### src/design/fci_pkg.sv
// Shared types, constants and helpers of the fan curve interpolator.
// No dependencies; every other file of the block imports this package.
`default_nettype none

package fci_pkg;

    // Field and register widths
    localparam int TEMP_W    = 16;   // signed Q8.8 temperature
    localparam int PCTIN_W   = 8;    // table percent field
    localparam int PCT_W     = 7;    // output percent
    localparam int SEG_W     = 4;    // output segment index
    localparam int PNT_W     = 24;   // one packed table point
    localparam int CFG_IDX_W = 3;    // register index on the config port
    localparam int REG_COUNT = 8;    // registers in the config map

    // Default table size
    localparam int DEF_TABLE_POINTS = 8;

    // Quotient of the interpolation always fits the percent field
    localparam int DIV_STEPS = PCTIN_W;
    localparam int CNT_W     = $clog2(DIV_STEPS);

    // Codes and limits
    localparam logic [PCT_W-1:0] PCT_MAX   = 7'd100;
    localparam logic [SEG_W-1:0] ABOVE_ALL = 4'd8;

    // Controller states
    typedef enum logic [2:0] {
        ST_IDLE,
        ST_SCAN,
        ST_MULT,
        ST_DLOAD,
        ST_DIV,
        ST_FIX,
        ST_DONE
    } t_state;

    // Commands from controller to datapath
    typedef struct packed {
        logic load_in;
        logic scan;
        logic mult;
        logic dload;
        logic div_step;
        logic fix;
        logic load_out;
    } t_dp_cmd;

    // Status from datapath to controller
    typedef struct packed {
        logic hit;    // reading at or below the current point
    } t_dp_sts;

    // Clamp a signed percent to 0..100
    function automatic logic [PCT_W-1:0] sat_pct(input logic signed [9:0] v);
        logic [PCT_W-1:0] res;
        if (v < 10'sd0) begin
            res = '0;
        end else if (v > 10'sd100) begin
            res = PCT_MAX;
        end else begin
            res = v[PCT_W-1:0];
        end
        return res;
    endfunction

endpackage

`default_nettype wire

### src/design/fci_in_if.sv
// Input channel of the fan curve interpolator: one temperature reading per item.
// Depends on fci_pkg for the field width.
`default_nettype none

interface fci_in_if;
    import fci_pkg::*;

    logic                     valid;
    logic                     ready;
    logic signed [TEMP_W-1:0] reading;

    modport source (output valid, output reading, input ready);
    modport sink   (input valid, input reading, output ready);
endinterface

`default_nettype wire

### src/design/fci_out_if.sv
// Output channel of the fan curve interpolator: fan percent and segment per item.
// Depends on fci_pkg for the field widths.
`default_nettype none

interface fci_out_if;
    import fci_pkg::*;

    logic             valid;
    logic             ready;
    logic [PCT_W-1:0] fan_percent;
    logic [SEG_W-1:0] segment;

    modport source (output valid, output fan_percent, output segment, input ready);
    modport sink   (input valid, input fan_percent, input segment, output ready);
endinterface

`default_nettype wire

### src/design/fci_datapath.sv
// Datapath: point table, scan compare, multiplier, radix-2 divider, output register.
// Depends on fci_pkg; driven by fci_ctrl through t_dp_cmd.
`default_nettype none

module fci_datapath #(
    parameter int TABLE_POINTS = fci_pkg::DEF_TABLE_POINTS,
    parameter int IDX_W        = $clog2(TABLE_POINTS)
) (
    input  wire logic                              i_clk,
    input  wire logic                              i_rst_n,
    input  wire logic                              i_cfg_we,
    input  wire logic [fci_pkg::CFG_IDX_W-1:0]     i_cfg_index,
    input  wire logic [fci_pkg::PNT_W-1:0]         i_cfg_data,
    input  wire logic signed [fci_pkg::TEMP_W-1:0] i_reading,
    input  wire fci_pkg::t_dp_cmd                  i_cmd,
    input  wire logic [IDX_W-1:0]                  i_idx,
    output fci_pkg::t_dp_sts                       o_sts,
    output logic [fci_pkg::PCT_W-1:0]              o_fan_percent,
    output logic [fci_pkg::SEG_W-1:0]              o_segment
);
    import fci_pkg::*;

    logic [PNT_W-1:0]          r_point [TABLE_POINTS];
    logic signed [TEMP_W-1:0]  r_reading;
    logic signed [TEMP_W-1:0]  r_prev_t;
    logic [PCTIN_W-1:0]        r_prev_p;
    logic [TEMP_W+PCTIN_W-1:0] r_prod;
    logic [TEMP_W-1:0]         r_span;
    logic                      r_neg;
    logic [TEMP_W-1:0]         r_rem;
    logic [PCTIN_W-1:0]        r_quo;
    logic [PCT_W-1:0]          r_res_pct;
    logic [SEG_W-1:0]          r_res_seg;
    logic [PCT_W-1:0]          r_out_pct;
    logic [SEG_W-1:0]          r_out_seg;

    logic [PNT_W-1:0]          cur_pnt;
    logic signed [TEMP_W-1:0]  cur_t;
    logic [PCTIN_W-1:0]        cur_p;
    logic signed [TEMP_W:0]    d_read;
    logic signed [TEMP_W:0]    d_span;
    logic signed [PCTIN_W:0]   d_pct;
    logic [PCTIN_W:0]          d_pct_neg;
    logic [PCTIN_W-1:0]        pct_mag;
    logic [TEMP_W+PCTIN_W-1:0] prod_w;
    logic [TEMP_W:0]           trial;
    logic                      trial_ge;
    logic [TEMP_W:0]           trial_sub;
    logic [9:0]                quo_ext;
    logic [9:0]                q_signed;
    logic [9:0]                interp;

    // Configuration registers, one per table point
    for (genvar g = 0; g < TABLE_POINTS; g++) begin : g_point
        always_ff @(posedge i_clk) begin
            if (!i_rst_n) begin
                r_point[g] <= '0;
            end else if (i_cfg_we && i_cfg_index == CFG_IDX_W'(g)) begin
                r_point[g] <= i_cfg_data;
            end
        end
    end

    // Current point fields
    assign cur_pnt = r_point[i_idx];
    assign cur_t   = cur_pnt[TEMP_W-1:0];
    assign cur_p   = cur_pnt[PNT_W-1:TEMP_W];

    assign o_sts.hit = (r_reading <= cur_t);

    // Interpolation operands: distance into segment, span, percent delta
    assign d_read    = {r_reading[TEMP_W-1], r_reading} - {r_prev_t[TEMP_W-1], r_prev_t};
    assign d_span    = {cur_t[TEMP_W-1], cur_t} - {r_prev_t[TEMP_W-1], r_prev_t};
    assign d_pct     = {1'b0, cur_p} - {1'b0, r_prev_p};
    assign d_pct_neg = ~d_pct + (PCTIN_W+1)'(1);
    assign pct_mag   = d_pct[PCTIN_W] ? d_pct_neg[PCTIN_W-1:0] : d_pct[PCTIN_W-1:0];
    assign prod_w    = {{PCTIN_W{1'b0}}, d_read[TEMP_W-1:0]} * {{TEMP_W{1'b0}}, pct_mag};

    // Divider step: remainder stays below the span, one quotient bit a cycle
    assign trial     = {r_rem, r_quo[PCTIN_W-1]};
    assign trial_ge  = (trial >= {1'b0, r_span});
    assign trial_sub = trial - {1'b0, r_span};

    // Floor correction and add to the lower point
    assign quo_ext  = {2'b00, r_quo};
    assign q_signed = r_neg ? (10'd0 - quo_ext - {9'd0, (r_rem != '0)}) : quo_ext;
    assign interp   = {2'b00, r_prev_p} + q_signed;

    always_ff @(posedge i_clk) begin
        if (i_cmd.load_in) begin
            r_reading <= i_reading;
        end
        // Scan: first point or above-all result; otherwise advance the lower point
        if (i_cmd.scan) begin
            r_res_pct <= sat_pct(signed'({2'b00, cur_p}));
            r_res_seg <= o_sts.hit ? SEG_W'(i_idx) : ABOVE_ALL;
            if (!o_sts.hit) begin
                r_prev_t <= cur_t;
                r_prev_p <= cur_p;
            end
        end
        if (i_cmd.mult) begin
            r_prod <= prod_w;
            r_span <= d_span[TEMP_W-1:0];
            r_neg  <= d_pct[PCTIN_W];
        end
        if (i_cmd.dload) begin
            r_rem <= r_prod[TEMP_W+PCTIN_W-1:PCTIN_W];
            r_quo <= r_prod[PCTIN_W-1:0];
        end
        if (i_cmd.div_step) begin
            r_rem <= trial_ge ? trial_sub[TEMP_W-1:0] : trial[TEMP_W-1:0];
            r_quo <= {r_quo[PCTIN_W-2:0], trial_ge};
        end
        if (i_cmd.fix) begin
            r_res_pct <= sat_pct(signed'(interp));
        end
        if (i_cmd.load_out) begin
            r_out_pct <= r_res_pct;
            r_out_seg <= r_res_seg;
        end
    end

    assign o_fan_percent = r_out_pct;
    assign o_segment     = r_out_seg;

endmodule

`default_nettype wire

### src/design/fci_ctrl.sv
// Controller: sequences scan, multiply, divide and output handoff for one item.
// Depends on fci_pkg for states and command/status structs.
`default_nettype none

module fci_ctrl #(
    parameter int TABLE_POINTS = fci_pkg::DEF_TABLE_POINTS,
    parameter int IDX_W        = $clog2(TABLE_POINTS)
) (
    input  wire logic             i_clk,
    input  wire logic             i_rst_n,
    input  wire logic             i_in_valid,
    output logic                  o_in_ready,
    output logic                  o_out_valid,
    input  wire logic             i_out_ready,
    output fci_pkg::t_dp_cmd      o_cmd,
    output logic [IDX_W-1:0]      o_idx,
    input  wire fci_pkg::t_dp_sts i_sts
);
    import fci_pkg::*;

    t_state             r_state, n_state;
    logic [IDX_W-1:0]   r_idx, n_idx;
    logic [CNT_W-1:0]   r_cnt, n_cnt;
    logic               r_out_valid, n_out_valid;
    logic               last_idx;
    logic               last_step;

    assign last_idx  = (r_idx == IDX_W'(TABLE_POINTS - 1));
    assign last_step = (r_cnt == CNT_W'(DIV_STEPS - 1));

    // State and counters
    always_ff @(posedge i_clk) begin
        if (!i_rst_n) begin
            r_state     <= ST_IDLE;
            r_idx       <= '0;
            r_cnt       <= '0;
            r_out_valid <= 1'b0;
        end else begin
            r_state     <= n_state;
            r_idx       <= n_idx;
            r_cnt       <= n_cnt;
            r_out_valid <= n_out_valid;
        end
    end

    // Next state and datapath commands
    always_comb begin
        n_state     = r_state;
        n_idx       = r_idx;
        n_cnt       = r_cnt;
        n_out_valid = r_out_valid && !i_out_ready;
        o_cmd       = '0;
        o_in_ready  = 1'b0;
        unique case (r_state)
            ST_IDLE: begin
                o_in_ready = 1'b1;
                if (i_in_valid) begin
                    o_cmd.load_in = 1'b1;
                    n_idx         = '0;
                    n_state       = ST_SCAN;
                end
            end
            ST_SCAN: begin
                o_cmd.scan = 1'b1;
                if (i_sts.hit) begin
                    n_state = (r_idx == '0) ? ST_DONE : ST_MULT;
                end else if (last_idx) begin
                    n_state = ST_DONE;
                end else begin
                    n_idx = r_idx + IDX_W'(1);
                end
            end
            ST_MULT: begin
                o_cmd.mult = 1'b1;
                n_state    = ST_DLOAD;
            end
            ST_DLOAD: begin
                o_cmd.dload = 1'b1;
                n_cnt       = '0;
                n_state     = ST_DIV;
            end
            ST_DIV: begin
                o_cmd.div_step = 1'b1;
                if (last_step) begin
                    n_state = ST_FIX;
                end else begin
                    n_cnt = r_cnt + CNT_W'(1);
                end
            end
            ST_FIX: begin
                o_cmd.fix = 1'b1;
                n_state   = ST_DONE;
            end
            ST_DONE: begin
                // Hand off once the output register is free or being emptied
                if (!r_out_valid || i_out_ready) begin
                    o_cmd.load_out = 1'b1;
                    n_out_valid    = 1'b1;
                    n_state        = ST_IDLE;
                end
            end
            default: begin
                n_state = ST_IDLE;
            end
        endcase
    end

    assign o_out_valid = r_out_valid;
    assign o_idx       = r_idx;

    // Accepted item always starts the scan
    a_accept_scan: assert property (@(posedge i_clk) disable iff (!i_rst_n)
        (i_in_valid && o_in_ready) |=> (r_state == ST_SCAN))
        else $error("accepted item did not start the scan");

    // Divider runs its full step count
    a_div_len: assert property (@(posedge i_clk) disable iff (!i_rst_n)
        (r_state == ST_DIV && !last_step) |=> (r_state == ST_DIV))
        else $error("divider left early");

    // A waiting result is never overwritten
    a_no_overwrite: assert property (@(posedge i_clk) disable iff (!i_rst_n)
        (r_state == ST_DONE && r_out_valid && !i_out_ready)
        |=> (r_state == ST_DONE && r_out_valid))
        else $error("pending result overwritten");

endmodule

`default_nettype wire

### src/design/fan_curve_interpolator.sv
// Top level of the fan curve interpolator: config port, channels, controller and datapath.
// Depends on fci_pkg, fci_in_if, fci_out_if, fci_ctrl and fci_datapath.
`default_nettype none

// Maps a signed Q8.8 temperature to a fan percent 0..100 through a table of
// TABLE_POINTS (temperature, percent) points written over the config port.
// Points are examined one per cycle in order; the first whose temperature is
// at or above the reading is used. An item that stops at the first point or
// runs past the last one goes from the scan straight to the output handoff;
// an interpolated item passes in addition through the 16x8 multiply, the
// divider load, eight radix-2 divider steps and the floor correction. One
// item is in work at a time; the block is ready for a new reading in the
// cycle after the previous one has moved into the output register, even
// while that result waits to be taken. The shared bit-serial divider and the
// point scan set the latency.
module fan_curve_interpolator #(
    parameter int TABLE_POINTS = fci_pkg::DEF_TABLE_POINTS
) (
    input  wire logic                          i_clk,
    input  wire logic                          i_rst_n,
    input  wire logic                          i_cfg_we,
    input  wire logic [fci_pkg::CFG_IDX_W-1:0] i_cfg_index,
    input  wire logic [fci_pkg::PNT_W-1:0]     i_cfg_data,
    fci_in_if.sink                             i_in,
    fci_out_if.source                          o_out
);
    import fci_pkg::*;

    localparam int IDX_W = $clog2(TABLE_POINTS);

    t_dp_cmd          cmd;
    t_dp_sts          sts;
    logic [IDX_W-1:0] idx;

    fci_ctrl #(
        .TABLE_POINTS (TABLE_POINTS),
        .IDX_W        (IDX_W)
    ) u_ctrl (
        .i_clk       (i_clk),
        .i_rst_n     (i_rst_n),
        .i_in_valid  (i_in.valid),
        .o_in_ready  (i_in.ready),
        .o_out_valid (o_out.valid),
        .i_out_ready (o_out.ready),
        .o_cmd       (cmd),
        .o_idx       (idx),
        .i_sts       (sts)
    );

    fci_datapath #(
        .TABLE_POINTS (TABLE_POINTS),
        .IDX_W        (IDX_W)
    ) u_datapath (
        .i_clk         (i_clk),
        .i_rst_n       (i_rst_n),
        .i_cfg_we      (i_cfg_we),
        .i_cfg_index   (i_cfg_index),
        .i_cfg_data    (i_cfg_data),
        .i_reading     (i_in.reading),
        .i_cmd         (cmd),
        .i_idx         (idx),
        .o_sts         (sts),
        .o_fan_percent (o_out.fan_percent),
        .o_segment     (o_out.segment)
    );

endmodule

`default_nettype wire

### src/flat_wrapper.sv
// flat-port wrapper written by rule: the top's interface ports become plain ports
module fan_curve_interpolator_flat import fci_pkg::*;
#(
    parameter int TABLE_POINTS = fci_pkg::DEF_TABLE_POINTS
)
  (i_clk, i_rst_n, i_cfg_we, i_cfg_index, i_cfg_data, i_in_valid, i_in_reading, i_in_ready, o_out_valid, o_out_fan_percent, o_out_segment, o_out_ready);
  fci_in_if i_in_i ();
  fci_out_if o_out_i ();
  input  wire logic i_clk;
  input  wire logic i_rst_n;
  input  wire logic i_cfg_we;
  input  wire logic [fci_pkg::CFG_IDX_W-1:0] i_cfg_index;
  input  wire logic [fci_pkg::PNT_W-1:0] i_cfg_data;
  input wire logic [$bits(i_in_i.valid)-1:0] i_in_valid;
  input wire logic [$bits(i_in_i.reading)-1:0] i_in_reading;
  output wire logic [$bits(i_in_i.ready)-1:0] i_in_ready;
  output wire logic [$bits(o_out_i.valid)-1:0] o_out_valid;
  output wire logic [$bits(o_out_i.fan_percent)-1:0] o_out_fan_percent;
  output wire logic [$bits(o_out_i.segment)-1:0] o_out_segment;
  input wire logic [$bits(o_out_i.ready)-1:0] o_out_ready;
  assign i_in_i.valid = i_in_valid;
  assign i_in_i.reading = i_in_reading;
  assign i_in_ready = i_in_i.ready;
  assign o_out_valid = o_out_i.valid;
  assign o_out_fan_percent = o_out_i.fan_percent;
  assign o_out_segment = o_out_i.segment;
  assign o_out_i.ready = o_out_ready;
  fan_curve_interpolator #(.TABLE_POINTS(TABLE_POINTS)) u_core (.i_clk(i_clk), .i_rst_n(i_rst_n), .i_cfg_we(i_cfg_we), .i_cfg_index(i_cfg_index), .i_cfg_data(i_cfg_data), .i_in(i_in_i), .o_out(o_out_i));
endmodule
### config.mk
export PLATFORM = sky130hd
export DESIGN_NAME = fan_curve_interpolator_flat
export DESIGN_NICKNAME = d
export VERILOG_FILES = /design/src/design/fci_pkg.sv /design/src/design/fci_in_if.sv /design/src/design/fci_out_if.sv /design/src/design/fci_datapath.sv /design/src/design/fci_ctrl.sv /design/src/design/fan_curve_interpolator.sv /design/src/flat_wrapper.sv
export SDC_FILE = /design/constraint.sdc
export NUM_CORES = 1
export LEC_CHECK = 0
export BUFFER_PORTS_ARGS = -buffer_cell sky130_fd_sc_hd__buf_4
export CORE_MARGIN = 5
export CORE_UTILIZATION = 50
export DETAILED_ROUTE_END_ITERATION = 8
export GPL_TIMING_DRIVEN = 1
export PLACE_DENSITY = 0.72
export SYNTH_ARGS = -nofsm -noshare
export SYNTH_HDL_FRONTEND = slang
export SYNTH_HIERARCHICAL = 1
export SYNTH_SLANG_ARGS = --single-unit
### constraint.sdc
create_clock -name i_clk -period 13.4 [get_ports i_clk]
set_input_delay 0.67 -clock i_clk [delete_from_list [all_inputs] [get_ports i_clk]]
set_output_delay 0.67 -clock i_clk [all_outputs]
set_load 0.03 [all_outputs]
# Yosys cells after proc, flatten, opt, wreduce, memory -nomap -nowiden

Memories as Yosys holds them, arrays and structs flattened. A register that Yosys moved wholly into a read port is not among the register bits.
Cells that the tools add are included.

Bits in registers: 137
RAM bits: 192
Bits of input ports: 48
Output and inout bits: 13
Logic and storage cells: 163
Memories: 1

Memories:

| name                      | words | bits a word | rd ports | clocked after memory_dff | wr ports | RTL line           | RTL |
|---|---|---|---|---|---|---|---|
| u_core.u_datapath.r_point | 8     | 24          | 1        | 1                        | 8        | fci_datapath.sv:23 | `logic [PNT_W-1:0] r_point [TABLE_POINTS];` |

$add $sub $neg: 10
Multiply operators: 1
Order comparisons: 5
Eq/ne operators: 22
Multiplexer cells: 73
Bitwise logic cells: 10
Reduce and logical (&&, ||, !) cells: 24

Operators by type and width:

| kind                | number |
|---|---|
| $mux 24             | 8 |
| $mux 16             | 3 |
| $sub 16x16->16      | 3 |
| $mux 1              | 37 |
| $mux 3              | 12 |
| $mux 7              | 5 |
| $eq 3x3->1 const B  | 9 |
| $mul 16x8->24       | 1 |
| $mux 8              | 3 |
| $pmux 3 s7          | 1 |
| $ge 17x16->1        | 1 |
| $le 16x16->1        | 1 |
| $reduce_bool 16->1  | 1 |
| $eq 3x2->1 const B  | 4 |
| $ne 2x2->1 const B  | 6 |
| $pmux 3 s2          | 2 |
| $add 8x10->10       | 1 |
| $gt 10x8->1 const B | 1 |
| $lt 10x1->1 const B | 1 |
| $mux 10             | 1 |
| $sub 9x2->10        | 1 |
| $logic_and 1x1->1   | 9 |
| $logic_not 3->1     | 3 |
| $sub 1x8->9 const A | 1 |
| other kinds (15)    | 30 |

# Depth between registers and ports, before layout

Gate-level depths: netlist of run 1.

Depth in word-level cells: 8
Gate-level depth with buffers: 33
Depth with buffers taken out: 29

# Hierarchy

Netlist of run 1, hierarchy kept.

By module, submodules not included:

| module       | times used | cells each | area an instance (um^2) | seq. area each (um^2) |
|---|---|---|---|---|
| fci_datapath | 1          | 1794       | 21090.2                 | 9579.2 |
| fci_ctrl     | 1          | 75         | 643.1                   | 200.2 |

# Worst setup path before layout of run 1

No wires, ideal clock.

Path type: register -> register
Start point: register u_core/u_ctrl/o_idx[0] (netlist name)
End point: register u_core.u_datapath.r_prod[23] (data pin)
Setup time: 260 ps
Data arrival time: 7552 ps
Setup slack: 5588 ps
Stages on the path, launching flop included: 32
Path buffers: 4
Cells stage by stage: dfxtp_1 buf_6 buf_6 buf_2 mux4_2 mux2i_1 inv_1 ha_1 nor2b_1 o21ai_1 a21boi_1 o21a_1 o211a_1 or2_1 o211ai_2 buf_2 a21oi_2 fa_1 inv_1 fa_1 fa_1 fa_1 inv_1 ha_1 a21o_1 a21o_1 a21oi_1 o21a_1 a31oi_1 a211o_1 a21oi_1 xnor2_1

RTL lines:

| element              | RTL line            | RTL |
|---|---|---|
| to (signal assigned) | fci_datapath.sv:103 | `r_prod <= prod_w;` |
| to (decl)            | fci_datapath.sv:27  | `logic [TEMP_W+PCTIN_W-1:0] r_prod;` |

==> impl_summary.md, run 1 <==
Finish
The number of nets in the layout is 2199. The core occupancy in the finished layout is 55.7%. In the layout the commonest cells are sky130_fd_sc_hd__edfxtp_1, sky130_fd_sc_hd__and2_1, sky130_fd_sc_hd__inv_1.

The diode insertion count for antenna repair is 0. The most common cell after layout, fill and taps aside is sky130_fd_sc_hd__edfxtp_1. The post-synthesis to final-layout area growth is 10.4%. Of the cells placed in the final design, the portion with a size suffix greater than 1 is 14.2%.

Clocking
In this run the clock root is driven by a sky130_fd_sc_hd__clkbuf_16. The TritonCTS clock tree is done. The number of buffers created by CTS is 36. The register clock-pin slew on the reported worst setup and hold paths is 0.06 ns.

The maximum clock insertion buffer count is 3. The number of sinks driven by the clock tree is 329. The cts-stage hold buffer count is 0. At the later pin of the worst-skew pair, clock insertion delay measures 0.53 ns. The post-CTS setup repair buffer count is 0. The total of cells resized after clock tree synthesis is 0. The level count of the clock H-tree is 2.

STA
The clock tree skew after final layout is 0.0154 ns. The share of the clock period used by the worst path is 68.5%. The measured slew at the worst slew-check pin is 1.17 ns. Setup violations remaining at the end of the flow were counted as 0. The sum of negative setup slack is 0 ns. The count of final max-slew check failures is 0.

Final hold analysis gives a worst-case slack of 0.322 ns. The post-route worst setup slack is 4.22 ns. The maximum clock rate is 109 MHz.

The worst relative slew slack is 21.7%. Setup repair after global routing left no endpoint under its margin. The clock period could shrink to 9.18 ns.

The number of endpoints with negative hold slack in the final report was 0.

Worst setup path
The critical path's largest stage delay is 1.00 ns. The largest fanout on the critical path is 52. Counting stages on the worst path, the most repeated cell is sky130_fd_sc_hd__fa_1. The worst setup path is launched from a flip-flop. STA classifies the critical path endpoint as a flip-flop. STA puts the critical path data required time at 13.67 ns. The cell with the biggest individual delay on the critical path is sky130_fd_sc_hd__dfxtp_4. Setup slack on the worst reg-to-reg path comes out at 4.22 ns. At the worst endpoint, the arrival time is 9.45 ns. The setup path with the least slack is of type flip-flop to flip-flop.

Route
The via count of the routed design is 14400. The final layout contains routed wiring with a total length of 50000 µm. The number of vias per cell is 5.67. The number of nets still failing antenna checks after routing is 0. For this run, the detailed router's first-pass iteration total came to 5. For this block, the initial DRC count from the detailed router was 1003. For this run, design rule violations remaining after detail routing come to 0. The per-cell routed wire length is 19.7 µm.

Die
From bottom edge to top edge, the die measures 218 µm. The number of I/O pins is 61. The count of standard-cell rows is 76. Once the floorplan was initialized, standard cells occupied 50.5% of the core. In this run the standard cell core region covers 43100 µm².

From left edge to right edge, the die measures 218 µm. The die area is 47700 µm².

Synth
After Yosys synthesis, XOR and XNOR cells account for 2.66% of the synthesized area. After technology mapping, the gate count stands at 1869. The number of storage elements in the synthesis netlist is 329.

In the post-synthesis netlist, the biggest area contributors are sky130_fd_sc_hd__edfxtp_1, sky130_fd_sc_hd__fa_1, sky130_fd_sc_hd__ha_1. The synthesized netlist contains 89 unique library cells. In the synthesized netlist the dominant register cell turns out to be sky130_fd_sc_hd__edfxtp_1. Of all flip-flops after synthesis, the portion carrying an async set or reset was 0%. The largest area contributor in the synthesized netlist is sky130_fd_sc_hd__edfxtp_1.

The synthesized netlist devotes 15.7% of its cell area to adder and majority cells. The number of nets handed over by synthesis was 2137. The cell area that synthesis handed to floorplanning was 21700 µm². Summing the sequential cell areas from Yosys gives 45.0% of the chip area.

The count of flip-flops with a built-in enable after synthesis is 319. By area, the combinational part of the netlist is dominated by adder cells. After Yosys synthesis, and, or, nand and nor cells account for 15.7% of the synthesized area. The synthesized area per cell is 11.6 µm². The multiplexer fraction of the synthesized cell area is 6.75%. The top cell type by area accounts for 44.1% of the synthesized area. The Yosys warning count is 6. The synthesized netlist devotes 9.41% of its cell area to compound gates.

GRT
The first global-routing pass estimated 80000 µm of wire. The number of global-route vias before repair was 14700. The most used routing layer is met2. The global-route track usage on met2 is 36.5%. Global routing used 2.74% of the available met3 tracks. The maximum number of pins on one net before global-route repair is 53. The global-route total usage across every layer is 21.0%.

The met1 track utilization from global routing is 28.2%. The initial antenna violation count is 0. After global routing the overflow that remains totals 0.

Placed design
Timing analysis after detailed placement gives a worst setup slack of 4.28 ns. The count of input and output buffers is 60. The HPWL after detailed placement is 35600 µm. Routability-driven placement finished with a final weighted congestion of 0.896.

Status
The run finished with clean final reports.

Job
The max-cap violation count is 0.

Min path
The worst min-delay path class is input pin to flip-flop.
==> worst paths after layout <==
path,start,end,depth (start not counted)
hold reg to reg,u_core/u_datapath/r_res_seg[3],u_core/u_datapath/o_segment[3],0
hold / removal,i_in_reading[7],u_core/u_datapath/r_reading[7],1
setup / recovery,u_core/u_ctrl/o_idx[0],u_core/u_datapath/r_prod[22],25
setup reg to reg,u_core/u_ctrl/o_idx[0],u_core/u_datapath/r_prod[22],25
==> per-stage QoR <==
step | instance area (µm²) | std cells
after floorplan | 21700 | 1869
after global placement | 22900 | 2478
after detailed placement | 22900 | 2478
after CTS | 24000 | 2542
after global routing | 24000 | 2542
final | 24000 | 2542
==> cells by family after synthesis <==
family,count (synthesis)
fa+ha+maj,220
flops,329
mux,85
buf+inv,260
compound gates,292
simple gates,617
xor+xnor,66
==> synthesized netlist by cell type (26+ instances only) <==
cell type	count
sky130_fd_sc_hd__mux2i_1	27
sky130_fd_sc_hd__or2_2	28
sky130_fd_sc_hd__a21oi_1	70
sky130_fd_sc_hd__o21ai_0	46
sky130_fd_sc_hd__ha_1	131
sky130_fd_sc_hd__nand2_1	46
sky130_fd_sc_hd__inv_1	199
sky130_fd_sc_hd__xnor2_1	49
sky130_fd_sc_hd__nor2_1	130
sky130_fd_sc_hd__nand3_1	40
sky130_fd_sc_hd__clkbuf_1	38
sky130_fd_sc_hd__edfxtp_1	319
sky130_fd_sc_hd__nand2b_1	27
sky130_fd_sc_hd__fa_1	89
sky130_fd_sc_hd__nor3_1	37
sky130_fd_sc_hd__nor2b_1	26
sky130_fd_sc_hd__and2_1	200
sky130_fd_sc_hd__mux4_2	48
==> area by class of cell <==
type | count | area [µm²]
timing repair buffer | 85 | 638
fill | 3541 | 19100
inverter | 199 | 747
multi-input combinational | 1280 | 11000
clock buffer | 44 | 931
tap | 585 | 732
clock inverter | 20 | 145
sequential | 329 | 9780
==> state kept, by name, summed over array words and instances, names as in the netlist, 4 cells and up <==
name,count
u_core/u_datapath/r_reading,16
u_core/u_datapath/r_quo,8
u_core/u_datapath/r_res_pct,7
u_core/u_datapath/r_prev_p,8
u_core/u_datapath/r_prev_t,16
u_core/u_datapath/r_prod,24
u_core/u_datapath/r_span,16
u_core/u_datapath/o_fan_percent,7
u_core/u_datapath/o_segment,4
u_core/u_datapath/r_rem,16
u_core/u_datapath/r_res_seg,4
u_core/u_datapath/r_point,192
==> metal layers <==
layer / vias to the layer above / wire, µm
met5: - / 0
met4: 0 / 1150
met3: 80 / 2500
met2: 401 / 25100
met1: 7139 / 21200
li1: 6796 / -
==> worst max-delay path, delay by kind of cell (launching register included) <==
kind / cells / cell delay (ns)
buffers and inverters: 3 / 0.24
xor gates and xnor gates: 1 / 0.10
adders and majority gates: 6 / 2.70
muxes: 2 / 0.91
AOI/OAI and AO/OA: 12 / 3.77
DFF: 1 / 1.00
and+or+nand+nor: 1 / 0.13
Power of run 1 is not shown: default switching activity piles up to over one toggle a cycle in this logic, so the estimate is an artifact.
==> run 2, diff against run 1 <==
Settings changed: PLACE_DENSITY 0.72 to 0.75.
Clock period 13.4 ns to 7.8 ns, I/O delays scaled along.
==> impl_summary.md, run 2 (same netlist as run 1, synthesis figures left out) <==
Finish
Largest registers: u_core/u_datapath/r_point: 192 flops, u_core/u_datapath/r_prod: 24 flops (unchanged). The fraction of final layout cells sized beyond drive strength 1 is 16.6% (was 14.2%). The diode insertion count for antenna repair was 0 (unchanged). The most common cell after layout, fill and taps aside was sky130_fd_sc_hd__edfxtp_1 (unchanged).

The post-synthesis to final-layout area growth is 12.3% (was 10.4%). The number of nets in the layout came to 2216 (was 2199). Top library cells by usage in the layout, fill and taps aside: sky130_fd_sc_hd__edfxtp_1, sky130_fd_sc_hd__and2_1, sky130_fd_sc_hd__inv_1 (unchanged). The flip-flop count of the largest register, all copies and words added is 192 (unchanged). The register with the highest flop count is u_core/u_datapath/r_point (unchanged).

Worst setup path
The type of element capturing the critical path is a flip-flop (unchanged). The timing startpoint of the critical path is u_core/u_ctrl/o_idx[0] (unchanged). The largest fanout on the critical path is 9 (was 52). The minimum setup slack among reg-to-reg paths came to 0.23 ns (was 4.22 ns). The critical path's top delay family is adder cells (was compound AO/OA/AOI/OAI gates). The arrival time of data at the critical path endpoint is 7.84 ns (was 9.45 ns).

The type of the worst setup path is flip-flop to flip-flop (unchanged). The cell with the biggest individual delay on the critical path was sky130_fd_sc_hd__fa_1 (was sky130_fd_sc_hd__dfxtp_4). The startpoint of the worst-slack reg-to-reg timing path is u_core/u_ctrl/o_idx[0] (unchanged). The count of buffering cells on the critical path with inverters included is 3 (unchanged). The required time at the worst-slack endpoint came to 8.08 ns (was 13.67 ns). The critical path's largest stage delay is 0.57 ns (was 1.00 ns).

The most frequent cell on the critical path is sky130_fd_sc_hd__fa_1 (unchanged). The type of origin of the critical path is a flip-flop (unchanged).

STA
The maximum clock rate is 132 MHz (was 109 MHz). The share of the clock period used by the worst path is 97.0% (was 68.5%). The count of final max-slew check failures is 0 (unchanged).

The post-route worst setup slack is 0.233 ns (was 4.22 ns). The worst relative slew slack is 17.7% (was 21.7%). The clock tree skew after final layout is 0.0189 ns (was 0.0154 ns). The measured slew at the worst slew-check pin is 1.23 ns (was 1.17 ns).

The minimum period implied by the final worst setup slack is 7.57 ns (was 9.18 ns). The final number of setup-violating endpoints is 0 (unchanged). The number of endpoints with negative hold slack in the final report is 0 (unchanged).

GRT
The met1 track utilization from global routing is 27.9% (was 28.2%). The global-route total usage across every layer came to 20.8% (was 21.0%). The number of global-route vias before repair is 14900 (was 14700). The met3 global-route usage came to 2.63% (was 2.74%).

The maximum number of pins on one net before global-route repair is 42 (was 53). The remaining global-route overflow is 0 (unchanged). The initial antenna violation count came to 0 (unchanged). The most used routing layer is met2 (unchanged). The global-route track usage on met2 came to 36.1% (was 36.5%).

The wire length of the first global-routing pass is 79600 µm (was 80000 µm).

Job
The max-cap violation count came to 0 (unchanged).

Clocking
The buffer cell driving the clock tree root is sky130_fd_sc_hd__clkbuf_16 (unchanged). The number of sinks driven by the clock tree is 329 (unchanged). The number of buffers created by CTS was 34 (was 36). The maximum clock insertion buffer count is 3 (unchanged). The register clock-pin slew on the reported worst setup and hold paths is 0.06 ns (about the same). The source-to-sink clock delay at the later pin of the worst-skew pair is 0.53 ns (about the same).

The level count of the clock H-tree is 2 (unchanged). The TritonCTS clock tree is done (unchanged).

Placed design
The count of input and output buffers is 60 (unchanged). The final weighted congestion of routability-driven global placement came to 0.893 (was 0.896). The HPWL after detailed placement is 35900 µm (was 35600 µm). The worst setup slack before clock tree synthesis is 0.00883 ns (was 4.28 ns).

Min path
The critical hold path startpoint is i_in_reading[10] (was i_in_reading[7]). The worst min-delay path class is input pin to flip-flop (unchanged).

Route
The detailed-route wire length is 49300 µm (was 50000 µm). The number of nets still failing antenna checks after routing is 0 (unchanged). The via count of the routed design was 14300 (was 14400).

The number of remaining DRC errors is 0 (unchanged). The per-cell routed wire length is 19.3 µm (was 19.7 µm). The starting DRC count in detailed routing is 1024 (was 1003). The number of vias per cell is 5.61 (was 5.67). The count of TritonRoute iterations in the first routing pass came to 5 (unchanged).

Status
Outcome: finished clean (unchanged).

Die
The count of standard-cell rows is 76 (unchanged). The floorplan die height was 218 µm (unchanged). The core area came to 43100 µm² (unchanged).

The width of the die is 218 µm (unchanged). The die area is 47700 µm² (unchanged). The initial cell density of the core is 50.5% (unchanged). The number of I/O pins is 61 (unchanged).
[run 2: what timing repair did]
item	4_1_cts	5_1_grt
setup endpoints to repair	1	11
setup buffers	0	3
pin swaps	0	13
hold buffers	1	0
endpoints found under the hold margin	1	0
gates resized for setup	1	48
[run 2: cell type report]
class | instances | area (µm²)
Clock buffer | 45 | 902
Clock inverter | 14 | 188
Fill cell | 3503 | 18700
Inverter | 199 | 747
Multi-Input combinational cell | 1280 | 11200
Sequential cell | 329 | 9780
Tap cell | 585 | 732
Timing Repair Buffer | 104 | 827
[run 2: final timing paths]
path / end / depth (start not counted)
max: u_core/u_datapath/r_prod[18] / 25
min reg2reg: u_core/u_datapath/o_segment[0] / 0
min: u_core/u_datapath/r_reading[10] / 1
max reg2reg: u_core/u_datapath/r_prod[18] / 25
[run 2: worst register-to-register path: cells and delay by family, from the launching register on]
family / cells / cell delay [ns]
adders and majority gates: 6 / 2.67
and+or+nand+nor: 3 / 0.68
muxes: 2 / 0.84
AOI/OAI and AO/OA: 9 / 2.00
DFF: 1 / 0.44
buffers and inverters: 3 / 0.39
xor gates and xnor gates: 2 / 0.29
[run 2: per-layer routing]
| metal | part of all wire (%) | up-vias |
|---|---|---|
| met5 | 0 | - |
| met4 | 2.5 | 0 |
| met3 | 4.6 | 89 |
| met2 | 50 | 346 |
| met1 | 43 | 7094 |
| li1 | - | 6810 |
[run 2: through the flow]
stage	TNS [ns]	hold slack, ns	util (%)	instances	cell area, µm²
2_1_floorplan	0	0.400	-	1869	21700
3_3_place_gp	0	0.406	53.5	2493	23000
3_5_place_dp	0	0.405	53.5	2493	23000
4_1_cts	0	0.00170	56.1	2553	24100
5_1_grt	-0.0583	0.00493	56.7	2556	24400
6_report	0	0.0353	56.7	2556	24400
Power of run 2 is left out for the same reason.
==> run 3, diff against run 2 <==
Settings changed: ABC_AREA set to 0, BUFFER_PORTS_ARGS -buffer_cell sky130_fd_sc_hd__buf_4 to not set, DONT_BUFFER_PORTS set to 1, GPL_ROUTABILITY_DRIVEN set to 0, PLACE_DENSITY 0.75 to 0.74.
==> impl_summary.md, run 3 (same netlist as run 1, synthesis figures left out) <==
GRT
The wire length of the first global-routing pass came to 79800 µm (was 79600 µm). The maximum number of pins on one net before global-route repair is 42 (unchanged). The initial antenna violation count came to 2 (was 0). The number of global-route vias before repair is 14800 (was 14900).

The remaining global-route overflow is 0 (unchanged). The global-route total usage across every layer is 20.9% (was 20.8%).

Placed design
The worst setup slack before clock tree synthesis was -0.0783 ns (was 0.00883 ns). The number of cells after detailed placement is 2432 (was 2493). The post-detailed-placement cell area is 22600 µm² (was 23000 µm²). The HPWL after detailed placement came to 36100 µm (was 35900 µm). The count of input and output buffers came to 0 (was 60).

Job
The max-cap violation count is 0 (unchanged).

Die
The core area is 43100 µm² (unchanged). The initial cell density of the core is 50.5% (unchanged). The number of I/O pins is 61 (unchanged).

The floorplan die height is 218 µm (unchanged). The die area is 47700 µm² (unchanged). The width of the die came to 218 µm (unchanged). The count of standard-cell rows is 76 (unchanged).

Finish
The register with the highest flop count is u_core/u_datapath/r_point (unchanged). Largest registers: u_core/u_datapath/r_point: 192 flops, u_core/u_datapath/r_prod: 24 flops (unchanged). The post-synthesis to final-layout area growth is 11.6% (was 12.3%). The core occupancy in the finished layout came to 56.3% (was 56.7%). The flip-flop count of the largest register, all copies and words added came to 192 (unchanged).

The most common cell after layout, fill and taps aside is sky130_fd_sc_hd__edfxtp_1 (unchanged). The number of nets in the layout is 2188 (was 2216). The fill cell instance count of the final layout is 3419 (was 3503). The count of non-filler cells in the finished layout is 2531 (was 2556). Top library cells by usage in the layout, fill and taps aside: sky130_fd_sc_hd__edfxtp_1, sky130_fd_sc_hd__and2_1, sky130_fd_sc_hd__inv_1 (unchanged). The fraction of final layout cells sized beyond drive strength 1 is 14.9% (was 16.6%). The total non-filler cell area in the finished layout is 24200 µm² (was 24400 µm²).

Worst setup path
The largest fanout on the critical path is 6 (was 9). The minimum setup slack among reg-to-reg paths came to 0.09 ns (was 0.23 ns). The type of origin of the critical path is a flip-flop (unchanged).

The terminus of the critical flop-to-flop path is u_core/u_datapath/r_prod[18] (unchanged). The type of the worst setup path is flip-flop to flip-flop (unchanged). The type of element capturing the critical path was a flip-flop (unchanged).

The length in cells of the worst reg-to-reg path is 26 (was 25). The timing startpoint of the critical path is u_core/u_ctrl/o_idx[0] (unchanged). The required time at the worst-slack endpoint is 8.07 ns (was 8.08 ns). The arrival time of data at the critical path endpoint came to 7.98 ns (was 7.84 ns). The startpoint of the worst-slack reg-to-reg timing path is u_core/u_ctrl/o_idx[0] (unchanged).

STA
The maximum clock rate is 130 MHz (was 132 MHz). The minimum period implied by the final worst setup slack was 7.71 ns (was 7.57 ns). The count of final max-slew check failures is 0 (unchanged).

The post-route worst setup slack came to 0.0876 ns (was 0.233 ns). The share of the clock period used by the worst path is 98.9% (was 97.0%). The final number of setup-violating endpoints was 0 (unchanged). The clock tree skew after final layout was 0.0169 ns (was 0.0189 ns). The measured slew at the worst slew-check pin came to 1.25 ns (was 1.23 ns). The number of endpoints with negative hold slack in the final report was 0 (unchanged).

The worst relative slew slack is 16.4% (was 17.7%).

Min path
The worst min-delay path class was input pin to flip-flop (unchanged). The number of cells traversed by the worst hold path is 2 (was 1). The endpoint of the worst hold-timing path is u_core/u_ctrl/o_idx[0] (was u_core/u_datapath/r_reading[10]). The critical hold path startpoint is i_rst_n (was i_in_reading[10]).

Route
The detailed-route wire length is 50700 µm (was 49300 µm). The per-cell routed wire length is 20.0 µm (was 19.3 µm). The number of vias per cell came to 5.78 (was 5.61). The via count of the routed design is 14600 (was 14300). The number of nets still failing antenna checks after routing was 0 (unchanged). The number of remaining DRC errors was 0 (unchanged).

The count of TritonRoute iterations in the first routing pass came to 5 (unchanged). The starting DRC count in detailed routing is 1083 (was 1024).

Clocking
The number of buffers created by CTS was 36 (was 34). The register clock-pin slew on the reported worst setup and hold paths was 0.06 ns (about the same). The buffer cell driving the clock tree root is sky130_fd_sc_hd__clkbuf_16 (unchanged). The number of sinks driven by the clock tree came to 329 (unchanged).

The maximum clock insertion buffer count is 3 (unchanged). The source-to-sink clock delay at the later pin of the worst-skew pair is 0.53 ns (about the same). The TritonCTS clock tree is done (unchanged). The level count of the clock H-tree is 2 (unchanged).

Status
Outcome: finished clean (unchanged).
==> run 3: changes by cell type in the layout (fill, tap and decap cells not counted), sizes merged <==
cell         before  now
bufinv            3    1
dlygate4sd3       1   17
clkinv            9   15
clkbuf           45   43
diode             0    2
inv             201  200
buf             103   56
clkinvlp          0    3
==> run 3: what timing repair did <==
| action | 4_1_cts | 5_1_grt |
|---|---|---|
| pin swaps | 1 | 14 |
| cloned | 0 | 2 |
| resized for setup | 3 | 52 |
| endpoints found under the setup margin | 4 | 10 |
| endpoints found under the hold margin | 20 | 0 |
| buffers inserted | 1 | 16 |
| hold buffers | 17 | 0 |
==> run 3: worst max path at each step <==
stage,slack (ns),end,depth (start not counted)
6_report,0.09,u_core/u_datapath/r_prod[18],26
5_1_grt,-0.11,u_core/u_datapath/r_prod[21],28
4_1_cts,0.01,u_core/u_datapath/r_prod[18],28
3_5_place_dp,-0.08,u_core/u_datapath/r_prod[18],25
3_3_place_gp,0.12,u_core/u_datapath/r_prod[23],26
2_1_floorplan,0.05,u_core/u_datapath/r_prod[23],31
==> run 3: layout make-up <==
cell class / count / area, µm² / area share, %
diodes: 2 / 5.00 / 0.0206
inverters: 199 / 747 / 3.08
clock buffers: 42 / 923 / 3.81
well taps: 585 / 732 / 3.02
clock inverters: 20 / 138 / 0.568
multi-input cells: 1280 / 11300 / 46.6
flip-flops and latches: 329 / 9780 / 40.4
repair buffers: 74 / 628 / 2.59
==> run 3: critical path, cell delays in order (launching register included) <==
cell and delay (ns):
sky130_fd_sc_hd__dfxtp_4 0.41, sky130_fd_sc_hd__mux4_2 0.52, sky130_fd_sc_hd__mux2i_2 0.19, sky130_fd_sc_hd__inv_1 0.11
sky130_fd_sc_hd__ha_1 0.28, sky130_fd_sc_hd__nor2b_1 0.14, sky130_fd_sc_hd__o21a_1 0.19, sky130_fd_sc_hd__o21a_1 0.21
sky130_fd_sc_hd__o31a_1 0.29, sky130_fd_sc_hd__o21a_1 0.20, sky130_fd_sc_hd__or3_4 0.36, sky130_fd_sc_hd__a211o_4 0.37
sky130_fd_sc_hd__a21o_1 0.21, sky130_fd_sc_hd__fa_1 0.46, sky130_fd_sc_hd__fa_1 0.50, sky130_fd_sc_hd__fa_1 0.53
sky130_fd_sc_hd__fa_1 0.56, sky130_fd_sc_hd__inv_1 0.04, sky130_fd_sc_hd__ha_1 0.25, sky130_fd_sc_hd__o41ai_2 0.38
sky130_fd_sc_hd__o21ai_1 0.14, sky130_fd_sc_hd__o41ai_2 0.31, sky130_fd_sc_hd__buf_4 0.19, sky130_fd_sc_hd__buf_4 0.13
sky130_fd_sc_hd__o21ai_0 0.12, sky130_fd_sc_hd__a21oi_1 0.27, sky130_fd_sc_hd__xnor2_1 0.11
==> run 3: routing by layer <==
metal / share of wire [%] / global-route usage [%] / routed length (µm)
met1: 41 / 27.3 / 20800
met4: 2.9 / 5.65 / 1450
met3: 6.2 / 3.60 / 3130
met5: 0 / 0 / 0
met2: 50 / 36.3 / 25300
==> run 3: stage by stage <==
step / setup TNS [ns] / hold WS (ns)
floorplan: 0 / 0.400
global placement: 0 / 0.409
detailed placement: -0.168 / 0.410
CTS: 0 / 0.00210
global route: -0.282 / 0.00600
finish: 0 / 0.0270
Power of run 3 is left out for the same reason.
